===== src/rtl/bqli_pkg.sv =====
// ----------------------------------------------------------------------------
// bqli_pkg
// Types and constants shared by the interleaved biquad low-pass filter.
// ----------------------------------------------------------------------------
package bqli_pkg;

  localparam int SAMPLE_W  = 16;
  localparam int COEF_W    = 32;
  localparam int FRAC_W    = 28;
  localparam int CFG_IDX_W = 3;
  localparam int NUM_CH_W  = 2;

  localparam logic [NUM_CH_W-1:0]      NUM_CH_RST = 2'd1;
  localparam logic signed [COEF_W-1:0] COEF_ONE   = 32'sh1000_0000;
  localparam logic signed [COEF_W-1:0] COEF_ZERO  = 32'sh0000_0000;

  localparam logic signed [SAMPLE_W-1:0] SAMPLE_MAX = 16'sh7fff;
  localparam logic signed [SAMPLE_W-1:0] SAMPLE_MIN = 16'sh8000;

  typedef logic signed [SAMPLE_W-1:0] sample_t;
  typedef logic signed [COEF_W-1:0]   coef_word_t;

  typedef enum logic [CFG_IDX_W-1:0] {
    REG_NUM_CH = 3'd0,
    REG_A1     = 3'd1,
    REG_A2     = 3'd2,
    REG_A3     = 3'd3,
    REG_B1     = 3'd4,
    REG_B2     = 3'd5
  } cfg_idx_t;

  typedef struct packed {
    coef_word_t a1;
    coef_word_t a2;
    coef_word_t a3;
    coef_word_t b1;
    coef_word_t b2;
  } coef_t;

  typedef struct packed {
    sample_t x1;
    sample_t x2;
    sample_t y1;
    sample_t y2;
  } hist_t;

endpackage


===== src/rtl/bqli_hist.sv =====
// ----------------------------------------------------------------------------
// bqli_hist
// Per-channel sample and output history with the interleave channel counter.
// ----------------------------------------------------------------------------
module bqli_hist
  import bqli_pkg::*;
#(
  parameter int CHANNELS = 2
) (
  input  logic                clk,
  input  logic                rst_n,
  input  logic                fire,
  input  logic                start,
  input  logic [NUM_CH_W-1:0] num_ch,
  input  sample_t             x,
  input  sample_t             y,
  output hist_t               hist,
  output logic                channel
);

  localparam int CNT_W = $clog2(CHANNELS + 1);
  localparam int IDX_W = (CHANNELS > 1) ? $clog2(CHANNELS) : 1;

  hist_t            hist_r [CHANNELS];
  logic [CNT_W-1:0] cnt_r;
  logic [CNT_W-1:0] cnt_nxt;
  logic [CNT_W-1:0] nch;
  logic [CNT_W-1:0] cnt_base;
  logic [CNT_W-1:0] ch_sel;
  logic [CNT_W-1:0] ch_inc;
  hist_t            rd;

  always_comb begin
    priority if (num_ch == '0) begin
      nch = CNT_W'(1);
    end else if (32'(num_ch) > CHANNELS) begin
      nch = CNT_W'(CHANNELS);
    end else begin
      nch = CNT_W'(num_ch);
    end
    cnt_base = start ? '0 : cnt_r;
    ch_sel   = (cnt_base >= nch) ? '0 : cnt_base;
    ch_inc   = ch_sel + CNT_W'(1);
    cnt_nxt  = (ch_inc >= nch) ? '0 : ch_inc;
    rd       = hist_r[ch_sel[IDX_W-1:0]];
    hist     = start ? '0 : rd;
  end

  assign channel = ch_sel[0];

  always_ff @(posedge clk) begin
    if (!rst_n) begin
      cnt_r <= '0;
    end else if (fire) begin
      cnt_r <= cnt_nxt;
    end
  end

  always_ff @(posedge clk) begin
    if (!rst_n) begin
      for (int c = 0; c < CHANNELS; c++) begin
        hist_r[c] <= '0;
      end
    end else if (fire) begin
      for (int c = 0; c < CHANNELS; c++) begin
        if (IDX_W'(c) == ch_sel[IDX_W-1:0]) begin
          hist_r[c].x1 <= x;
          hist_r[c].x2 <= hist.x1;
          hist_r[c].y1 <= y;
          hist_r[c].y2 <= hist.y1;
        end else if (start) begin
          hist_r[c] <= '0;
        end
      end
    end
  end

endmodule


===== config.mk =====
export PLATFORM = sky130hd
export DESIGN_NAME = bqli_hist
export DESIGN_NICKNAME = d
export VERILOG_FILES = /design/src/rtl/bqli_pkg.sv /design/src/rtl/bqli_hist.sv
export SDC_FILE = /design/constraint.sdc
export NUM_CORES = 1
export LEC_CHECK = 0
export ABC_AREA = 1
export BUFFER_PORTS_ARGS = -buffer_cell sky130_fd_sc_hd__buf_2
export CAP_MARGIN = 10
export CORE_MARGIN = 3
export CORE_UTILIZATION = 60
export DETAILED_ROUTE_END_ITERATION = 12
export PLACE_DENSITY = 0.84
export SLEW_MARGIN = 20
export SYNTH_ARGS = -nofsm -noshare
export SYNTH_HDL_FRONTEND = slang
export SYNTH_SLANG_ARGS = --single-unit

===== constraint.sdc =====
create_clock -name clk -period 16.1 [get_ports clk]
set_clock_uncertainty 0.15 [all_clocks]
set_input_delay 1.61 -clock clk [delete_from_list [all_inputs] [get_ports clk]]
set_output_delay 1.61 -clock clk [all_outputs]
set_load 0.1 [all_outputs]

# [After elaboration in Yosys (flattened, before gate mapping)]
# Memories as Yosys holds them, arrays and structs flattened.
# Index checks and enable logic that the tools add are counted.
[op_classes] n_addsub=1 n_lt_le_gt_ge=3 n_mux=40 bitwise=16 n_reduce_logical=1
[ops] cell="two-way mux 16 bit" n=16
[ops] cell="two-way mux 64 bit" n=1
[ops] cell="two-way mux 1 bit" n=18
[ops] cell="OR 1 bit" n=16
[ops] cell="two-way mux 2 bit" n=5
[ops] cell=">= comparator 2 bit" n=2
[ops] cell="adder 2 x 1 -> 2 bit, second input constant" n=1
[ops] cell="greater-than comparator 2 bit, second input constant" n=1
[ops] cell="zero test 2 bit" n=1
[totals] regBits=2 mem_bits_rw=128 inputBits=38 output_inout_bits=65 word_cells=63 memories=1
[memory_table] name="hist_r" depth=2 word_bits=64 rd=1 rd_ports_with_merged_regs=0 write_ports=2 line_no="bqli_hist.sv:24" source="hist_t hist_r [CHANNELS];"

# [Depth between registers and ports, before layout]
[depth] depth_word=11 mapped_depth=16 depth_no_buf=15

# [Worst setup path after synthesis]
# OpenSTA, ideal clock, no wires.
[synth_timing] path_kind="in2reg" start="input start" end="memory hist_r[0][0] (netlist bit) (enable)" setup_ps=574 arrival_time_ps=6986 required_ps=15376 slack_ps=8389 stages=8 path_buffers=1 cell_sequence="nor2_4 inv_2 ha_1 nand2_1 nand3_1 nor2_4 buf_4 o21ai_0"
[synth_lines] item="from (decl)" line_no="bqli_hist.sv:13" source="input logic start,"
[synth_lines] item="to (decl)" line_no="bqli_hist.sv:24"

==> impl_metrics.json <==
{
  "synth.avg_cell_area_um2": 9.529,
  "period_share": 0.3622,
  "netlist_instances": 617,
  "crit_end": "hist[23]",
  "wl_um": 12550,
  "synth_warnings": 0,
  "slew_viol_final": 0,
  "grt-ovfl-total": 0,
  "r2r-end": "hist_r[1][5]",
  "multiInputGateArea_mm2": 0.001685,
  "postRouteAntennaNets": 0,
  "grt_max_degree": 82,
  "io_buffer_count": 101,
  "core.rowCount": 35,
  "dr.first_iter.drc_count": 409,
  "hpwl_um": 7062,
  "io_pins": 103,
  "yosys_register_bits": 130,
  "path_buf_inv": 4,
  "crit_start": "start",
  "path_class": "primary input to primary output",
  "rr_startpoint": "cnt_r[0]",
  "hold_buffers": 0,
  "place.gp.congestion": 0.8001,
  "core_mm2": 0.009371,
  "initial_utilization": 0.6274,
  "grt_pass1_vias": 4522,
  "postCtsSetupRepairBufs": 0,
  "wl_per_cell_um": 14.84,
  "cts_tree": "done",
  "hold_class": "flip-flop to flip-flop",
  "cts-root-buf": "clkbuf_8",
  "pre_cts_slack_ns": 10.29,
  "crit_chain": "buf_2, nor2_4, inv_2, ha_1, inv_1, nand2_1, nand2_1, nand3_4, nand3_1, nand2_1, buf_2",
  "max_slew.worst_pin.slew_ns": 0.9638,
  "rrSetupSlack_ns": 12.61,
  "fillers": 674,
  "num_antenna_cells": 0,
  "setup_viol": 0,
  "grt_antenna_before_repair": 0,
  "utilization": 0.7459,
  "path_common_cell": "nand2_1",
  "leakage_uw": 0.003480,
  "cts.htree.levels": 4,
  "clk_path_buf_depth": 2,
  "crit_required_ns": 14.34,
  "grt_usage": 0.2387,
  "placed_cell_area_mm2": 0.006421,
  "worst_slack_ns": 10.27,
  "final_area_mm2": 0.006990,
  "status": "finished, final reports clean",
  "grt_pass1_wl_um": 20870,
  "ys_seq_area_frac": 0.6333,
  "seqCellArea_mm2": 0.003724,
  "die_area_mm2": 0.01102,
  "layout.nets": 746,
  "critPathCaptureType": "primary output",
  "fmax_ghz": 0.1715,
  "start_kind": "primary input",
  "ir_drop_uv": 74.35,
  "drtPass1Iterations": 6,
  "cp_slowest_cell": "nand3_4",
  "clock-sinks": 130,
  "worstPathArrival_ns": 4.07,
  "cap_violations": 0,
  "insertion_delay_ns": 0.50,
  "synth_cell_types": 22,
  "r2r_cells": 10,
  "via_count": 4480,
  "cp.depth": 11,
  "powerDensity_mw_per_mm2": 125.9,
  "crit_family": "simple AND/OR/NAND/NOR gates",
  "cpPeakStageDelay_ns": 0.71,
  "crit_fanout": 81,
  "path_clk_slew_ns": 0.05,
  "totalPowerFinal_uw": 880.1,
  "die_x_um": 105.0,
  "viasPerCell": 5.296,
  "area_growth_syn_to_layout_pct": 18.90,
  "die_h_um": 105.0,
  "drc": 0,
  "max_slew_margin": 0.3574,
  "syn-num-nets": 659,
  "finalSetupTns_ns": 0,
  "finalHoldViolations": 0,
  "rsz0062_at_grt": "false",
  "period_minus_slack_ns": 5.831,
  "cts-resized-gates": 0,
  "synth_area_mm2": 0.005879,
  "drive_gt1_frac": 0.2120,
  "cts_inserted_buffers": 17
}
through the flow:
step / hold slack, ns / cells
5_1_grt: 0.3688 / 846
4_1_cts: 0.3433 / 846
3_5_place_dp: 0.3251 / 814
6_report: 0.3425 / 846
2_1_floorplan: 0.3010 / 617
3_3_place_gp: 0.3165 / 814
kinds of logic (layout without fill, tap and decap cells):
kind of cell               count (synthesis)  count (layout)  share of synthesized area
AOI/OAI and AO/OA                         53              53                    0.04512
adders and majority gates                  4               4                   0.008513
buffers and inverters                    119             219                    0.08406
DFF                                      130             130                     0.6333
and+or+nand+nor                          311             311                     0.2290
cell usage after synthesis:
master / count / area, um2
inv_2: 7 / 26.28
buf_1: 5 / 18.77
and2_1: 1 / 6.260
nor2_1: 32 / 120.1
nand2_1: 173 / 649.4
nand3_1: 69 / 345.3
nand4_2: 1 / 12.51
nand2_2: 1 / 6.260
nor3_1: 16 / 80.08
a21oi_1: 36 / 180.2
o21ai_0: 17 / 85.08
nand4_1: 15 / 93.84
nor2_4: 2 / 22.52
buf_2: 14 / 70.07
buf_6: 1 / 11.26
clkbuf_1: 13 / 48.80
edfxtp_1: 112 / 3363
ha_1: 4 / 50.05
inv_1: 73 / 274.0
dfxtp_1: 18 / 360.4
nand3_2: 1 / 10.01
buf_4: 6 / 45.04
cell usage in the layout (no fill, tap or decap):
cell	instances
bufinv_16	2
o21ai_0	16
buf_2	101
nor2_4	2
nor3_1	16
inv_1	72
and2_1	1
nor2_1	32
nand3_4	1
inv_8	1
buf_4	6
clkbuf_8	1
o21ai_4	1
edfxtp_1	112
clkinvlp_4	3
inv_6	5
clkinv_1	2
nand3_2	1
nand4_1	15
a21oi_1	36
nand3_1	68
inv_2	8
nand2_2	1
clkbuf_16	16
nand2_1	173
nand4_2	1
clkinv_2	2
ha_1	4
dfxtp_1	18
power breakdown:
group | total (uW) | internal [uW] | leakage (uW) | switching [uW]
Sequential | 390 | 385 | 0.00136 | 5.04
Combinational | 125 | 18.6 | 0.00185 | 106
Clock | 365 | 222 | 0.000273 | 143
state kept, by name (all words and copies together) (netlist names):
signal and flops:
cnt_r 2, hist_r 128
cell type report:
type                    count  share of cell area
flip-flops and latches    130              0.5327
multi-input cells         368              0.2411
repair buffers            107             0.07875
clock buffers              17             0.05924
inverters                  80             0.04296
well taps                 129             0.02309
clock inverters            15             0.02219
metal layers:
layer  GRT usage  wire, um
met1      0.3063      5149
met2      0.3841      6305
met3     0.06053       948
met4      0.1068       150
met5           0         0
worst register-to-register path: cells and delay by family, from the launching register on:
kind                       cells  cell delay, ns
buffers and inverters          4            0.68
and+or+nand+nor                5            1.66
adders and majority gates      1            0.29
DFF                            1            0.35
how the worst min path moves through the flow:
stage                        from             to  slack, ns  cells after the start
finish              hist_r[1][52]  hist_r[1][52]       0.34                      2
global route             cnt_r[0]       cnt_r[0]       0.37                      2
detailed placement       cnt_r[0]       cnt_r[0]       0.33                      2
global placement         cnt_r[0]       cnt_r[0]       0.32                      2
CTS                 hist_r[1][52]  hist_r[1][52]       0.34                      2
floorplan                cnt_r[1]       cnt_r[1]       0.30                      2
Power figures use the tool's default switching activity.
