==> src/rtl/bqli_pkg.sv <==
// ----------------------------------------------------------------------------
// bqli_pkg
// Types and constants shared by the interleaved biquad low-pass filter.
// ----------------------------------------------------------------------------
package bqli_pkg;

  localparam int SAMPLE_W  = 16;
  localparam int COEF_W    = 32;
  localparam int FRAC_W    = 28;
  localparam int CFG_IDX_W = 3;
  localparam int NUM_CH_W  = 2;

  localparam logic [NUM_CH_W-1:0]      NUM_CH_RST = 2'd1;
  localparam logic signed [COEF_W-1:0] COEF_ONE   = 32'sh1000_0000;
  localparam logic signed [COEF_W-1:0] COEF_ZERO  = 32'sh0000_0000;

  localparam logic signed [SAMPLE_W-1:0] SAMPLE_MAX = 16'sh7fff;
  localparam logic signed [SAMPLE_W-1:0] SAMPLE_MIN = 16'sh8000;

  typedef logic signed [SAMPLE_W-1:0] sample_t;
  typedef logic signed [COEF_W-1:0]   coef_word_t;

  typedef enum logic [CFG_IDX_W-1:0] {
    REG_NUM_CH = 3'd0,
    REG_A1     = 3'd1,
    REG_A2     = 3'd2,
    REG_A3     = 3'd3,
    REG_B1     = 3'd4,
    REG_B2     = 3'd5
  } cfg_idx_t;

  typedef struct packed {
    coef_word_t a1;
    coef_word_t a2;
    coef_word_t a3;
    coef_word_t b1;
    coef_word_t b2;
  } coef_t;

  typedef struct packed {
    sample_t x1;
    sample_t x2;
    sample_t y1;
    sample_t y2;
  } hist_t;

endpackage

==> src/rtl/bqli_if.sv <==


interface bqli_cfg_if
  import bqli_pkg::*;
();
  logic                 valid;
  logic                 ready;
  logic [CFG_IDX_W-1:0] index;
  logic [COEF_W-1:0]    data;

  modport source (output valid, output index, output data, input ready);
  modport sink   (input valid, input index, input data, output ready);
endinterface

==> src/rtl/bqli_cfg.sv <==
// ----------------------------------------------------------------------------
// bqli_cfg
// Register file for channel count and the five Q3.28 filter coefficients.
// ----------------------------------------------------------------------------
module bqli_cfg
  import bqli_pkg::*;
(
  input  logic                clk,
  input  logic                rst_n,
  bqli_cfg_if.sink            cfg,
  output logic [NUM_CH_W-1:0] num_ch,
  output coef_t               coef
);

  logic [NUM_CH_W-1:0] num_ch_r;
  coef_t               coef_r;
  cfg_idx_t            idx;

  assign cfg.ready = 1'b1;
  assign idx       = cfg_idx_t'(cfg.index);
  assign num_ch    = num_ch_r;
  assign coef      = coef_r;

  always_ff @(posedge clk) begin
    if (!rst_n) begin
      num_ch_r  <= NUM_CH_RST;
      coef_r.a1 <= COEF_ONE;
      coef_r.a2 <= COEF_ZERO;
      coef_r.a3 <= COEF_ZERO;
      coef_r.b1 <= COEF_ZERO;
      coef_r.b2 <= COEF_ZERO;
    end else if (cfg.valid) begin
      unique case (idx)
        REG_NUM_CH: num_ch_r  <= cfg.data[NUM_CH_W-1:0];
        REG_A1:     coef_r.a1 <= cfg.data;
        REG_A2:     coef_r.a2 <= cfg.data;
        REG_A3:     coef_r.a3 <= cfg.data;
        REG_B1:     coef_r.b1 <= cfg.data;
        REG_B2:     coef_r.b2 <= cfg.data;
        default: ;
      endcase
    end
  end

endmodule

==> src/flat_wrapper.sv <==
// flat-port wrapper written by rule: the top's interface ports become plain ports
module bqli_cfg_flat import bqli_pkg::*;
  (clk, rst_n, num_ch, coef, cfg_valid, cfg_index, cfg_data, cfg_ready);
  bqli_cfg_if cfg_i ();
  input  logic clk;
  input  logic rst_n;
  output logic [NUM_CH_W-1:0] num_ch;
  output coef_t coef;
  input wire logic [$bits(cfg_i.valid)-1:0] cfg_valid;
  input wire logic [$bits(cfg_i.index)-1:0] cfg_index;
  input wire logic [$bits(cfg_i.data)-1:0] cfg_data;
  output wire logic [$bits(cfg_i.ready)-1:0] cfg_ready;
  assign cfg_i.valid = cfg_valid;
  assign cfg_i.index = cfg_index;
  assign cfg_i.data = cfg_data;
  assign cfg_ready = cfg_i.ready;
  bqli_cfg u_core (.clk(clk), .rst_n(rst_n), .cfg(cfg_i), .num_ch(num_ch), .coef(coef));
endmodule
==> config.mk <==
export PLATFORM = sky130hd
export DESIGN_NAME = bqli_cfg_flat
export DESIGN_NICKNAME = d
export VERILOG_FILES = /design/src/rtl/bqli_pkg.sv /design/src/rtl/bqli_if.sv /design/src/rtl/bqli_cfg.sv /design/src/flat_wrapper.sv
export SDC_FILE = /design/constraint.sdc
export NUM_CORES = 1
export LEC_CHECK = 0
export BUFFER_PORTS_ARGS = -buffer_cell sky130_fd_sc_hd__buf_4
export CORE_MARGIN = 2
export CORE_UTILIZATION = 49
export CTS_BUF_LIST = sky130_fd_sc_hd__clkbuf_4
export DETAILED_ROUTE_END_ITERATION = 8
export GPL_ROUTABILITY_DRIVEN = 0
export GPL_TIMING_DRIVEN = 1
export PLACE_DENSITY = 0.78
export SLEW_MARGIN = 25
export SYNTH_ARGS = -nofsm -noshare
export SYNTH_HDL_FRONTEND = slang
export SYNTH_SLANG_ARGS = --single-unit
==> constraint.sdc <==
create_clock -name clk -period 1.2 [get_ports clk]
set_clock_uncertainty 0.15 [all_clocks]
set_input_delay 0.12 -clock clk [delete_from_list [all_inputs] [get_ports clk]]
set_output_delay 0.12 -clock clk [all_outputs]
set_load 0.05 [all_outputs]
Word-level counts from Yosys, hierarchy flattened
Index checks and enable logic that the tools add are counted.
{ "totals": {"regBits": 162, "input_bits": 38, "output_inout_bits": 163, "elab_cells": 18} }
{ "classes": {"n_eq_ne": 5, "reduce_logical": 7} }
{ "ops": {"columns": ["operator", "count"], "rows": [
  ["$reduce_and 2->1", 6],
  ["$eq 3x2->1 const B", 2],
  ["$eq 3x3->1 const B", 2],
  ["$eq 3x1->1 const B", 1],
  ["$logic_not 3->1", 1]
]} }

Logic depth before layout (Yosys ltp)
Gate-level depths: netlist of the first run.
{ "depth": {"depth_word": 2, "ltp_mapped": 5, "ltp_nobuf": 2} }

Worst setup path after synthesis of the first run
Ideal clock, no wire load.
{ "synth_timing": {"path_type": "input -> register", "from": "in rst_n", "to": "reg u_core.coef_r, in the netlist u_core.coef[128]", "setup_time_ns": 0.072, "t_arrival_ns": 0.870, "required_time_ns": 0.978, "setup_slack_ns": 0.109, "stages": 5, "path_buffers": 3, "path_cell_list": "buf_2 > buf_2 > clkbuf_1 > nand2_1 > mux2i_1"} }
{ "synth_lines": {"columns": ["element", "line_no", "source"], "rows": [
  ["start, declared", "flat_wrapper.sv:6", "input logic rst_n;"],
  ["end, declared", "bqli_cfg.sv:16", "coef_t coef_r;"]
]} }

Worst setup path in the final report of the first run
{ "layout_timing": {"from": "reg u_core.coef_r, in the netlist u_core.coef[147]", "to": "out coef[147] (netlist name)"} }
{ "layout_lines": {"columns": ["element", "line_no", "source"], "rows": [
  ["end, declared", "flat_wrapper.sv:8", "output coef_t coef;"]
]} }
No word-level cell between the ends.

==> flow_metrics.tcl, run 1 <==
set metrics [dict create \
    hp-start "cfg_index[2]" \
    placed_area_sq_um 7770 \
    fin_hold_ws_ns -0.0223 \
    synth_seq_cells 162 \
    combPwrFrac 0.159 \
    worst_r2r_path_depth 3 \
    cts_buffers 17 \
    clkLatencyLatePin_ns 0.55 \
    maxClockFrequency_mhz 725 \
    multiInputGateArea_sq_um 2500 \
    total_power_mw 10.4 \
    hold_depth 5 \
    power_leakage_nw 5.01 \
    final_cells 1012 \
    pre_cts_slack_ns -0.161 \
    wl_mm 20.3 \
    grt_pass1_vias 5518 \
    die-area_sq_um 13000 \
    area_growth_pct 71.5 \
    dp_hpwl_mm 10.6 \
    synthesis.nets 606 \
    path_buf_inv 1 \
    syn_avg_cell_area_sq_um 10.5 \
    max_cap_viol_count 0 \
    finalCriticalPeriod_ns 1.38 \
    ant_nets 0 \
    cp.required_ns 0.93 \
    hp-class "in -> reg" \
    layout_commonest_cell "nand2_1" \
    nNetsFinal 891 \
    htree_levels 4 \
    cpPeakStageDelay_ns 0.40 \
    n_antenna_cell 0 \
    cts_tree "yes" \
    fill_cells 561 \
    ys_seq_area_frac 0.546 \
    wl_per_cell_microns 20.0 \
    netlist_area_sq_um 5940 \
    post-route-drc-count 0 \
    dp.cells 901 \
    vias_per_cell 5.24 \
    drtIter0Drc 272 \
    seqPwrFrac 0.544 \
    start_util 0.498 \
    outcome "complete, but fails checks" \
    start_kind "register" \
    min_to "u_core.num_ch[0]" \
    max-clock-path-buffers 2 \
    die_w_microns 114 \
    critPathKind "reg -> out" \
    r2r_end "u_core.coef[66]" \
    power.switching_mw 2.90 \
    grt_usage 0.282 \
    setup_violations 187 \
    cp_max_fo 2 \
    violations "negative hold slack, negative setup slack" \
    power_density_nw_per_um2 1020 \
    io_pins 201 \
    layout-drive-gt1-share 0.536 \
    grt_max_degree 65 \
    hold_viol_final 2 \
    internal_power_mw 7.46 \
    fin_crit_sh 1.15 \
    antenna_found_initial 0 \
    synth_warnings 0 \
    postSynthCellCount 568 \
    fin_area_sq_um 10200 \
    swShare 0.280 \
    p_clk_frac 0.297 \
    overflow 0 \
    cts_root_buf "clkbuf_4" \
    yosysUniqueCellTypes 13 \
    cts.clk_slew.worst_paths_ns 0.13 \
    r2r_slack_ns 0.20 \
    die_h_microns 114 \
    cp.arrival_ns 1.11 \
    regArea_sq_um 3450 \
    io_buffers 199 \
    vias 5301 \
    ir_drop_v 0.000975 \
    timing.rr.start "u_core.coef[66]" \
    final_cell_mix "nand2_1, mux2i_1, dfxtp_2" \
    rsz0062_at_grt "true" \
    grt_pass1_wl_mm 28.2 \
    fin_ws_ns -0.179 \
    crit_slowest_cell "dfxtp_4" \
    numClockSinks 162 \
    maxSlewViolCount 0 \
    core-area_sq_um 11900 \
    fp-row-count 40 \
    critPathCaptureType "primary output" \
    cp_top_family "flip-flops" \
    worstPathCellList "buf_8" \
    dr.pass1.iters 5 \
]
## routing by layer
metal  track usage  wire length (microns)  part of all wire
met4         0.143                    642             0.032
met3        0.0895                   1320             0.065
met2         0.515                  11000              0.54
met1         0.288                   7340              0.36
met5             0                      0                 0
## power groups by stage
stage	Combinational (mW)	Sequential, mW	Clock [mW]
2_1_floorplan	0.386	6.09	0
3_3_place_gp	1.24	5.68	0
3_5_place_dp	1.26	5.69	0
4_1_cts	1.52	5.62	3.06
5_1_grt	1.71	5.64	3.33
6_report	1.65	5.63	3.08
## tightest hold or removal path, delay by kind of cell
family	cells	cell delay [ns]
simple gates	1	0.05
buf+inv	3	0.38
mux	1	0.11
## worst max-delay path by stage
stage                      from               end  slack [ns]  cells past startpoint
3_3_place_gp       cfg_index[2]  u_core.num_ch[1]       -0.08                      5
4_1_cts        u_core.coef[122]         coef[122]       -0.20                      1
2_1_floorplan             rst_n  u_core.coef[128]        0.11                      5
5_1_grt        u_core.coef[147]         coef[147]       -0.23                      1
3_5_place_dp       cfg_index[2]  u_core.num_ch[0]       -0.16                      5
6_report       u_core.coef[147]         coef[147]       -0.18                      1
## cell usage after synthesis
master / number / area (sq um)
conb_1: 1 / 3.75
nand2_1: 192 / 721
buf_6: 4 / 45.0
nand4b_2: 2 / 30.0
buf_2: 9 / 45.0
nor4b_1: 1 / 8.76
mux2i_1: 162 / 1620
nor2b_1: 4 / 25.0
buf_4: 14 / 105
and4bb_1: 1 / 12.5
clkbuf_1: 14 / 52.6
dfxtp_1: 162 / 3240
nand4bb_1: 2 / 22.5
## layout make-up
type	count	area share
Clock inverter	13	0.0118
Tap cell	147	0.0181
Multi-Input combinational cell	365	0.246
Sequential cell	162	0.339
Clock buffer	18	0.0133
Timing Repair Buffer	307	0.372
## flip-flops by register name, summed over array words and instances (netlist names)
| name | flops |
|---|---|
| u_core.num_ch | 2 |
| u_core.coef | 160 |
## kinds of logic (layout without fill, tap and decap cells)
group	after synthesis	count (layout)	synth area share
multiplexers	162	162	0.273
AND/OR/NAND/NOR	202	202	0.138
buffers and inverters	41	338	0.0417
other	1	1	0.000632
flip-flops	162	162	0.546
## metrics by stage
| stage | setup TNS, ns | util | hold slack (ns) |
|---|---|---|---|
| global route | -32.24 | 0.855 | -0.0584 |
| global placement | -0.742 | 0.652 | 0.233 |
| CTS | -28.75 | 0.823 | -0.0711 |
| detailed placement | -2.66 | 0.652 | 0.249 |
| finish | -24.44 | 0.855 | -0.0223 |
| floorplan | 0 | - | 0.136 |
## repair_timing
action,4_1_cts,5_1_grt
hold buffers,38,3
buffers inserted,20,19
cloned,0,2
pin swaps,0,0
endpoints found under the setup margin,162,220
resized for setup,441,43
endpoints found under the hold margin,162,26
(Power assumes the default switching activity.)
==> run 2, diff against run 1 <==
- SETUP_SLACK_MARGIN: unset -> 0.5
==> run 2 against run 1 <==
Effect of this change: the flow still finishes with violations (negative hold slack, negative setup slack); combinational power is 4% higher; clock-buffer cell count rose by 1; register-to-register slack got worse by 0.49 ns; sequential power decreased by 3.9%; maximum frequency decreased by 7.2%; via count is 4.1% higher; non-clock buffer count is 3 lower; first-iteration DRC count is 44% higher; worst setup slack got worse by 0.11 ns; core utilization increased by 7.6 points; cell count shrank 0.20%; highest routed layer is now met5.
==> flow_metrics.tcl, run 2 (synthesis gave the netlist of run 1 again) <==
set metrics [dict create \
    path_depth 4 \
    die_w_microns 114 \
    vias 5519 \
    hold_viol_final 141 \
    power_density_nw_per_um2 949 \
    grt_usage 0.286 \
    dr.pass1.iters 4 \
    worstPathCellList "buf_6, buf_6, nand2_2, mux2i_1" \
    htree_levels 4 \
    critPathKind "reg -> reg" \
    r2r_slack_ns -0.29 \
    finalCriticalPeriod_ns 1.49 \
    setup_violations 163 \
    total_power_mw 10.5 \
    slew_headroom 0.593 \
    fin_ws_ns -0.287 \
    cts.clk_slew.worst_paths_ns 0.13 \
    combPwrFrac 0.163 \
    power_leakage_nw 5.24 \
    maxSlewViolCount 0 \
    fin_hold_ws_ns -0.241 \
    cp_max_fo 2 \
    grt_pass1_wl_mm 28.7 \
    path_buf_inv 2 \
    outcome "complete, but fails checks" \
    start_util 0.498 \
    vias_per_cell 5.46 \
    power.switching_mw 3.08 \
    cts_tree "yes" \
    layout-drive-gt1-share 0.742 \
    core-area_sq_um 11900 \
    multiInputGateArea_sq_um 2890 \
    io_buffers 199 \
    hp-class "in -> reg" \
    post-route-drc-count 0 \
    placed_area_sq_um 8350 \
    overflow 0 \
    crit_slowest_cell "mux2i_1" \
    ctsHoldBuffers 7 \
    critPathCaptureType "register" \
    pre_cts_slack_ns -0.0890 \
    final_util 0.931 \
    start_kind "register" \
    worst_r2r_path_depth 4 \
    cpMostUsedCell "buf_6" \
    hold_depth 3 \
    cts_root_buf "clkbuf_4" \
    setup_tns_ns -27.64 \
    cp_top_family "multiplexers" \
    max_cap_viol_count 0 \
    ir_drop_v 0.00120 \
    cp.required_ns 1.45 \
    numClockSinks 162 \
    cp.arrival_ns 1.74 \
    die-area_sq_um 13000 \
    wl_per_cell_microns 24.0 \
    max-clock-path-buffers 2 \
    seqPwrFrac 0.514 \
    internal_power_mw 7.45 \
    cts_buffers 17 \
    tightest_slew_ns 0.593 \
    antenna_found_initial 1 \
    wl_mm 24.2 \
    clkLatencyLatePin_ns 0.57 \
    swShare 0.293 \
    regArea_sq_um 3780 \
    largest_reg_flops 160 \
    nNetsFinal 888 \
    fin_crit_sh 1.24 \
    fin_area_sq_um 11100 \
    fp-row-count 40 \
    grt_max_degree 61 \
    die_h_microns 114 \
    grt_pass1_vias 5389 \
    n_antenna_cell 0 \
    rsz0062_at_grt "true" \
    p_clk_frac 0.323 \
    fill_cells 388 \
    io_pins 201 \
    maxClockFrequency_mhz 672 \
    ant_nets 0 \
    violations "negative hold slack, negative setup slack" \
    final_cell_mix "mux2i_1, buf_8, nand2_2" \
    dp_hpwl_mm 11.1 \
    cpPeakStageDelay_ns 0.49 \
    area_growth_pct 86.8 \
    drtIter0Drc 392 \
]
## run 2: cell types whose count changed in the layout (fill, tap and decap cells not counted), sizes merged
cell,change
buf,+31
dlygate4sd3,-31
clkinv,-2
bufinv,+1
clkbuf,-1
clkinvlp,+1
dlymetal6s4s,-1
## run 2: worst paths after layout
| check | startpoint | endpoint |
|---|---|---|
| setup / recovery | u_core.coef[132] | u_core.coef[132] |
| hold / removal | cfg_index[0] | u_core.num_ch[0] |
| setup reg to reg | u_core.coef[132] | u_core.coef[132] |
| hold reg to reg | u_core.coef[130] | u_core.coef[130] |
## run 2: layout make-up
class / instances / area share
repair buffers: 304 / 0.356
flip-flops and latches: 162 / 0.341
multi-input cells: 365 / 0.261
well taps: 147 / 0.0166
clock buffers: 19 / 0.0129
clock inverters: 13 / 0.0129
## run 2: power groups by stage
| stage | combinational, mW | sequential (mW) | clock (mW) |
|---|---|---|---|
| after CTS | 1.51 | 5.39 | 3.31 |
| after global placement | 1.27 | 5.45 | 0 |
| after global routing | 1.77 | 5.42 | 3.64 |
| final | 1.72 | 5.41 | 3.40 |
| after floorplan | 0.447 | 5.87 | 0 |
| after detailed placement | 1.29 | 5.46 | 0 |
## run 2: layer usage
layer  global-route usage  wire length (microns)  up-vias  part of all wire
li1                     -                      -     2439                 -
met1                0.316                   8580     2720              0.35
met2                0.529                  13100      270              0.54
met3               0.0789                   1450       88             0.060
met4               0.0919                   1020        2             0.042
met5                    0                     13        -           0.00054
## run 2: tightest hold or removal path, delay by kind of cell
family / cells / cell delay (ns)
AND/OR/NAND/NOR: 1 / 0.07
buffers and inverters: 1 / 0.15
multiplexers: 1 / 0.11
## run 2: through the flow
step | cells | hold slack [ns]
6_report | 1010 | -0.241
5_1_grt | 1010 | -0.263
4_1_cts | 954 | -0.252
3_5_place_dp | 906 | 0.245
3_3_place_gp | 906 | 0.240
2_1_floorplan | 568 | 0.135
## run 2: what timing repair did
item / CTS / global route
gates cloned: 0 / 0
setup endpoints to repair: 324 / 324
hold endpoints to repair: 162 / 147
setup buffers: 9 / 56
gates resized for setup: 423 / 149
==> run 3, diff against run 2 <==
- CELL_PAD_IN_SITES_DETAIL_PLACEMENT: unset -> 0
- CELL_PAD_IN_SITES_GLOBAL_PLACEMENT: unset -> 1
- CORE_UTILIZATION: 49 -> 39
- PLACE_DENSITY: 0.78 -> unset
- PLACE_DENSITY_LB_ADDON: unset -> 0.1
==> run 3 against run 2 <==
Effect of this change: wire length decreased by 27%; hold slack got worse by 0.024 ns; critical endpoint is now coef[135]; die area up 25%; design area down 1.9%; sequential cell count unchanged; via count is 9.7% lower; maximum frequency grew 9.9%; sequential share of layout area is 0.60 points higher; critical path depth fell by 3; the run still ends with negative hold slack, negative setup slack left.
==> flow_metrics.tcl, run 3 (synthesis gave the netlist of run 1 again) <==
set metrics [dict create \
    htree_levels 4 \
    die_w_microns 127 \
    ir_drop_v 0.000578 \
    vias 4981 \
    swShare 0.283 \
    cp_top_family "flip-flops" \
    ctsHoldBuffers 5 \
    max_cap_viol_count 0 \
    path_buf_inv 1 \
    critPathKind "reg -> out" \
    wl_per_cell_microns 17.1 \
    maxSlewViolCount 0 \
    internal_power_mw 7.22 \
    fin_hold_ws_ns -0.265 \
    largest_reg_flops 160 \
    seqPwrFrac 0.536 \
    start_util 0.395 \
    die_h_microns 127 \
    drtIter0Drc 203 \
    power.switching_mw 2.86 \
    rsz0062_at_grt "true" \
    area_growth_pct 83.2 \
    fp-row-count 45 \
    cts_buffers 17 \
    outcome "complete, but fails checks" \
    grt_pass1_vias 5116 \
    io_pins 201 \
    total_power_mw 10.1 \
    wl_mm 17.7 \
    clkLatencyLatePin_ns 0.54 \
    power_density_nw_per_um2 926 \
    combPwrFrac 0.160 \
    cts_tree "yes" \
    dp_hpwl_mm 11.6 \
    cp.arrival_ns 1.08 \
    max-clock-path-buffers 2 \
    pre_cts_slack_ns -0.0839 \
    fin_ws_ns -0.153 \
    cts.clk_slew.worst_paths_ns 0.13 \
    ant_nets 0 \
    critPathCaptureType "primary output" \
    setup_violations 162 \
    maxClockFrequency_mhz 739 \
    vias_per_cell 4.82 \
    io_buffers 199 \
    layout_commonest_cell "mux2i_1" \
    violations "negative hold slack, negative setup slack" \
    dr.pass1.iters 5 \
    worstPathCellList "buf_8" \
    cp.required_ns 0.93 \
    p_clk_frac 0.304 \
    cp_max_fo 2 \
    cts_root_buf "clkbuf_4" \
    final_util 0.723 \
    overflow 0 \
    hold_viol_final 151 \
    nNetsFinal 869 \
    start_kind "register" \
    final_cell_mix "mux2i_1, buf_8, nand2_2, dfxtp_4, nand2_1" \
    numClockSinks 162 \
    finalCriticalPeriod_ns 1.35 \
    power_leakage_nw 5.12 \
    core-area_sq_um 15000 \
    fin_crit_sh 1.13 \
    hp-class "in -> reg" \
    crit_slowest_cell "dfxtp_2" \
    antenna_found_initial 1 \
    grt_usage 0.211 \
    die-area_sq_um 16200 \
    layout-drive-gt1-share 0.724 \
    grt_pass1_wl_mm 26.8 \
    grt_max_degree 45 \
    cpPeakStageDelay_ns 0.39 \
    post-route-drc-count 0 \
]
## run 3: what timing repair did
| action | in CTS | in global routing |
|---|---|---|
| endpoints found under the hold margin | 162 | 156 |
| gates resized for setup | 415 | 128 |
| buffers inserted | 6 | 43 |
| setup endpoints to repair | 324 | 324 |
| pin swaps | 0 | 0 |
## run 3: tightest hold or removal path, stage by stage
cell,delay [ns]
buf_4,0.12
nor4b_4,0.06
mux2i_1,0.11
## run 3: path summary, 6_finish.rpt
path                           end  slack (ns)  cells after the start              from
setup / recovery         coef[135]       -0.15                      1  u_core.coef[135]
hold / removal    u_core.num_ch[0]       -0.26                      3      cfg_index[0]
setup reg to reg  u_core.coef[105]        0.26                      4  u_core.coef[105]
hold reg to reg   u_core.coef[157]        0.33                      2  u_core.coef[157]
## run 3: layer usage
layer | up-vias | wire, microns | global-route usage
met5 | - | 0 | 0
met4 | 0 | 320 | 0.0685
met3 | 23 | 1240 | 0.0783
met2 | 143 | 9030 | 0.354
met1 | 2405 | 7100 | 0.252
li1 | 2410 | - | -
## run 3: area by class of cell
cell class / instances / area (sq um)
Sequential cell: 162 / 3780
Multi-Input combinational cell: 365 / 2850
Tap cell: 188 / 235
Clock buffer: 19 / 143
Antenna cell: 2 / 5.00
Fill cell: 1090 / 4160
Clock inverter: 13 / 120
Timing Repair Buffer: 285 / 3750
## run 3: power by group through the flow
stage / clock network, mW / logic [mW] / registers [mW]
after floorplan: 0 / 0.447 / 5.87
after global placement: 0 / 1.29 / 5.45
after detailed placement: 0 / 1.30 / 5.46
after CTS: 3.20 / 1.51 / 5.39
after global routing: 3.38 / 1.69 / 5.42
final: 3.06 / 1.61 / 5.40
## run 3: per-stage QoR
stage | hold slack, ns | cell area, sq um | TNS [ns] | cells
after floorplan | 0.135 | 6660 | 0 | 568
after global placement | 0.233 | 8380 | -1.12 | 946
after detailed placement | 0.248 | 8380 | -2.42 | 946
after CTS | -0.323 | 10200 | -30.03 | 989
after global routing | -0.313 | 10900 | -32.31 | 1034
final | -0.265 | 10900 | -21.31 | 1034
